==> src/design/pctl_pkg.sv <==
// ---------------------------------------------------------------------------
// pctl_pkg: shared types and constants for the profile coefficient lookup
// Row layout, divider request/response, sequencer states and helpers.
// ---------------------------------------------------------------------------
package pctl_pkg;

  localparam int CFG_AW = 3;
  localparam int CFG_DW = 32;
  localparam int IN_DW  = 104;
  localparam int OUT_DW = 32;

  // divider and accumulator widths
  localparam int ACC_W  = 60;
  localparam int DIV_NW = 60;
  localparam int DIV_DW = 43;
  localparam int DIV_QW = 35;
  localparam int DIV_KW = 6;

  // register indexes of the configuration port
  typedef enum logic [CFG_AW-1:0] {
    CFG_USE_RE_MACH    = 3'd0,
    CFG_ROW_COUNT      = 3'd1,
    CFG_ANGLE_RANGE    = 3'd2,
    CFG_REYNOLDS_RANGE = 3'd3,
    CFG_MACH_RANGE     = 3'd4
  } cfg_idx_t;

  // one table row as held in the memory
  typedef struct packed {
    logic signed [15:0] lift;
    logic signed [15:0] drag;
    logic        [15:0] mach;
    logic        [31:0] reynolds;
    logic signed [15:0] angle;
  } row_t;

  typedef struct packed {
    logic              start;
    logic [DIV_KW-1:0] qbits;
    logic [DIV_NW-1:0] num;
    logic [DIV_DW-1:0] den;
  } div_req_t;

  typedef struct packed {
    logic              done;
    logic [DIV_QW-1:0] quot;
  } div_rsp_t;

  typedef enum logic [3:0] {
    S_IDLE, S_RD, S_LIN, S_LMUL, S_WROW, S_NORM, S_NWAIT, S_SQ,
    S_WSTART, S_WWAIT, S_MD, S_AD, S_AL, S_FSTART, S_FWAIT, S_OUT
  } state_t;

  // clip to signed 16 bits
  function automatic logic signed [15:0] sat16(input logic signed [18:0] v);
    logic signed [15:0] r;
    if (v > 19'sd32767)       r = 16'sh7fff;
    else if (v < -19'sd32768) r = 16'sh8000;
    else                      r = v[15:0];
    return r;
  endfunction

endpackage

==> src/design/pctl_div.sv <==
// ---------------------------------------------------------------------------
// pctl_div: shared restoring divider
// One quotient bit per cycle; caller ensures num < den << qbits.
// ---------------------------------------------------------------------------
module pctl_div (
  input  logic                clk,
  input  logic                rst_n,
  input  pctl_pkg::div_req_t  req,
  output pctl_pkg::div_rsp_t  rsp
);
  import pctl_pkg::*;

  localparam int SH_W = DIV_DW + DIV_QW;

  logic              busy_r;
  logic              done_r;
  logic [DIV_NW-1:0] rem_r;
  logic [DIV_DW-1:0] den_r;
  logic [DIV_KW-1:0] k_r;
  logic [DIV_QW-1:0] quot_r;
  logic [SH_W-1:0]   sh;
  logic              ge;

  // divisor aligned to the current quotient bit
  assign sh = {{DIV_QW{1'b0}}, den_r} << k_r;
  assign ge = {{(SH_W-DIV_NW){1'b0}}, rem_r} >= sh;

  always_ff @(posedge clk) begin
    if (!rst_n) begin
      busy_r <= 1'b0;
      done_r <= 1'b0;
    end else begin
      done_r <= 1'b0;
      if (req.start) begin
        busy_r <= 1'b1;
      end else if (busy_r && k_r == '0) begin
        busy_r <= 1'b0;
        done_r <= 1'b1;
      end
    end
  end

  // datapath
  always_ff @(posedge clk) begin
    if (req.start) begin
      rem_r  <= req.num;
      den_r  <= req.den;
      k_r    <= req.qbits - 1'b1;
      quot_r <= '0;
    end else if (busy_r) begin
      if (ge) begin
        rem_r     <= rem_r - sh[DIV_NW-1:0];
        quot_r[k_r] <= 1'b1;
      end
      if (k_r != '0) begin
        k_r <= k_r - 1'b1;
      end
    end
  end

  assign rsp.done = done_r;
  assign rsp.quot = quot_r;

endmodule

==> config.mk <==
export PLATFORM = sky130hd
export DESIGN_NAME = pctl_div
export DESIGN_NICKNAME = d
export VERILOG_FILES = /design/src/design/pctl_pkg.sv /design/src/design/pctl_div.sv
export SDC_FILE = /design/constraint.sdc
export NUM_CORES = 1
export LEC_CHECK = 0
export BUFFER_PORTS_ARGS = -buffer_cell sky130_fd_sc_hd__buf_2
export CAP_MARGIN = 40
export CELL_PAD_IN_SITES_DETAIL_PLACEMENT = 1
export CELL_PAD_IN_SITES_GLOBAL_PLACEMENT = 2
export CORE_UTILIZATION = 37
export CTS_CLUSTER_DIAMETER = 150
export DETAILED_ROUTE_END_ITERATION = 8
export GPL_ROUTABILITY_DRIVEN = 0
export PLACE_DENSITY_LB_ADDON = 0.1
export SYNTH_ARGS = -nofsm -noshare
export SYNTH_HDL_FRONTEND = slang
export SYNTH_SLANG_ARGS = --single-unit
==> constraint.sdc <==
create_clock -name clk -period 8.8 [get_ports clk]
set_input_delay 0.88 -clock clk [delete_from_list [all_inputs] [get_ports clk]]
set_output_delay 0.88 -clock clk [all_outputs]
set_load 0.05 [all_outputs]
==> impl_metrics.json <==
{
  "synth_top_area_cell": "sky130_fd_sc_hd__edfxtp_1",
  "postRouteAntennaNets": 0,
  "worstSetupEndpointType": "flip-flop",
  "finalClockSkew_ps": 12.2,
  "drv_cap": 0,
  "final_max_slew_viol_count": 0,
  "postSynthRegisterBits": 146,
  "detailedPlacementHpwl_um": 35400,
  "vias_per_cell": 5.87,
  "worstPathRequired_ps": 8940,
  "syn-cell-area_mm2": 0.0125,
  "synth_top_cell_area_share_pct": 26.2,
  "post_synth.cell_area_avg_um2": 8.63,
  "final.period_utilization_pct": 80.5,
  "worstSetupPathType": "flip-flop to flip-flop",
  "powerDensity_mw_per_mm2": 344,
  "core-area_mm2": 0.0329,
  "timing.hold.worst.class": "flip-flop to flip-flop",
  "critical_path_arrival_ps": 7220,
  "dp_cells": 1962,
  "design.portCount": 148,
  "status": "finished, final reports clean",
  "dieHeight_um": 186,
  "remaining_drc_errors": 0,
  "finalCoreUtilization_pct": 42.8,
  "ys_top_cells_by_area": "sky130_fd_sc_hd__edfxtp_1 (26%), sky130_fd_sc_hd__nand2_1 (6.4%), sky130_fd_sc_hd__ha_1 (6.1%)",
  "areaGrowthSynthToFinish_pct": 12.7,
  "postPlaceCellArea_mm2": 0.0135,
  "total_leakage_power_uw": 0.00569,
  "max_clock_freq_mhz": 141,
  "finalNonFillerCells": 1994,
  "io_buffers": 147,
  "ctsResizeCount": 0,
  "synth_warnings": 0,
  "multi_input_comb_area_mm2": 0.00795,
  "tritoncts": "done",
  "synth_enable_flop_cells": 109,
  "setup_violations": 0,
  "die_width_um": 186,
  "top_ff_cell_synth": "sky130_fd_sc_hd__edfxtp_1",
  "finalWorstPathRequiredPeriod_ps": 7080,
  "holdBufCountCts": 0,
  "clkTransAtPathRegs_ps": 60,
  "maxSlewHeadroom_pct": 34.2,
  "floorplan.die_area_mm2": 0.0345,
  "first_pass_grt_wire_length_um": 70800,
  "antenna_found_initial": 0,
  "grt.overflow.total": 0,
  "dp_worst_setup_slack_ps": 1840,
  "slowest_delay_ps": 950,
  "finish.net_count": 1713,
  "setup_repair_after_global_routing_missed_its_margin": "false",
  "critical_path.startpoint_type": "flip-flop",
  "grt_pass1_vias": 11800,
  "fill_cells": 3935,
  "synthMostInstantiatedCell": "sky130_fd_sc_hd__nand2_1",
  "fraction_of_synthesis_flops_using_an_asynchronous_set_or_reset_pin_pct": 0,
  "synthDistinctLibCells": 78,
  "post-route-worst-setup-slack_ps": 1720,
  "fp-row-count": 66,
  "crit_slowest_cell": "sky130_fd_sc_hd__edfxtp_1",
  "final.setup.tns_ps": 0,
  "antenna_cells": 0,
  "grt_start_max_net_pins": 70,
  "worstMarginPinSlew_ps": 976,
  "ctsLongestPathBuffers": 2,
  "wl_per_cell_um": 23.1,
  "cts_sinks": 146,
  "synthesized_netlist_cell_count": 1446,
  "post-cts-setup-buffer-count": 0,
  "cts_made_buffers": 17,
  "clk-insertion-delay-late_ps": 470,
  "max_ir_drop_vdd_uv": 167,
  "seq_area_frac_synth_pct": 32.2,
  "htree_levels": 4,
  "initialDrtViolationCount": 899,
  "first_pass_detailed_route_iteration_total": 5,
  "cell_by_cell_trace_of_the_critical_path": "buf_4 -> mux4_2 -> mux2i_1 -> a21oi_1 -> a21oi_1 -> o22a_1 -> ha_1 -> nand2_1 -> nor4_1 -> nand3_1 -> or4_1 -> o31a_1 -> o211ai_1 -> a21o_1 -> a31o_2 -> buf_4",
  "cts-root-buf": "sky130_fd_sc_hd__clkbuf_16",
  "synthTopCellsByCount": "sky130_fd_sc_hd__nand2_1 (213), sky130_fd_sc_hd__a21oi_1 (125), sky130_fd_sc_hd__o21ai_0 (119)",
  "synth.net_count": 1620,
  "critical_path_peak_fanout": 56,
  "final_layout_size_suffix_gt1_share_pct": 17.0,
  "total_via_count_in_the_routed_design": 11700,
  "initial_utilization_pct": 38.0,
  "finalHoldViolations": 0,
  "final_design_area_no_fill_mm2": 0.0141,
  "groute.usage.overall_pct": 27.5,
  "wl_um": 46100,
  "register_area_mm2": 0.00401
}
## critical path: cells and delay by family, from the launching register on
kind | cells | cell delay (ps)
buffers and inverters | 2 | 1110
AO/OA/AOI/OAI | 7 | 2320
flip-flops | 1 | 950
adder cells (fa/ha/maj) | 1 | 260
multiplexers | 2 | 840
AND/OR/NAND/NOR | 4 | 1260
## routing by layer
layer / vias to the layer above / track usage, % / routed length [um]
li1: 5602 / - / -
met1: 5797 / 36.0 / 21200
met2: 253 / 46.4 / 22200
met3: 48 / 4.27 / 1680
met4: 0 / 7.97 / 975
met5: - / 0 / 0
## metrics by stage
| stage | total power (uW) | hold slack, ps |
|---|---|---|
| detailed placement | 4080 | 443 |
| global route | 5190 | 482 |
| floorplan | 3220 | 440 |
| CTS | 4830 | 463 |
| global placement | 4060 | 440 |
| finish | 4840 | 456 |
## sequential cells by signal, indices dropped and copies added, names as in the netlist
register,count
done_r,1
den_r,43
rem_r,60
k_r,6
busy_r,1
quot_r,35
## area by class of cell
type                       count  area share [%]
multi-input combinational   1177            56.5
sequential                   146            28.5
timing repair buffer         167            6.32
tap                          442            3.93
clock buffer                  23            3.48
inverter                      30           0.800
clock inverter                 9           0.480
## cells by family after synthesis
family	count (synthesis)	synth area share (%)
AO/OA/AOI/OAI	449	22.6
XOR/XNOR	52	3.65
adder cells (fa/ha/maj)	62	6.27
buffers and inverters	123	4.18
flip-flops	146	32.2
multiplexers	121	13.0
AND/OR/NAND/NOR	493	18.1
## path summary, 6_finish.rpt
| check | from | slack (ps) | cells after the start | end |
|---|---|---|---|---|
| setup reg to reg | k_r[3] | 1720 | 16 | rem_r[42] |
| hold reg to reg | quot_r[13] | 460 | 2 | quot_r[13] |
| setup / recovery | k_r[3] | 1720 | 16 | rem_r[42] |
| hold / removal | quot_r[13] | 460 | 2 | quot_r[13] |
## cells in the final DEF, fill, tap and decap left out, drive strengths merged, types with 5 or more instances in the layout
cell type / instances
nand2: 213
buf: 167
a21oi: 125
o21ai: 123
nor2: 115
edfxtp: 109
mux2i: 74
ha: 61
dfxtp: 37
inv: 36
a21o: 34
nand3: 30
nor3: 30
mux4: 30
xnor2: 28
nand2b: 26
xor2: 24
nand4: 23
clkbuf: 23
a31oi: 19
o22ai: 17
mux2: 17
a211oi: 16
o21bai: 14
o2bb2ai: 14
o31ai: 14
nor2b: 9
o21a: 9
and3: 9
o22a: 8
or2: 7
nor4: 7
a22oi: 6
a41oi: 6
a31o: 5
or4: 5
## power by group
part | internal, uW | switching [uW]
clock network | 396 | 326
registers | 941 | 84.5
logic | 1140 | 1960
No activity file was read; power rests on OpenSTA's default activity.
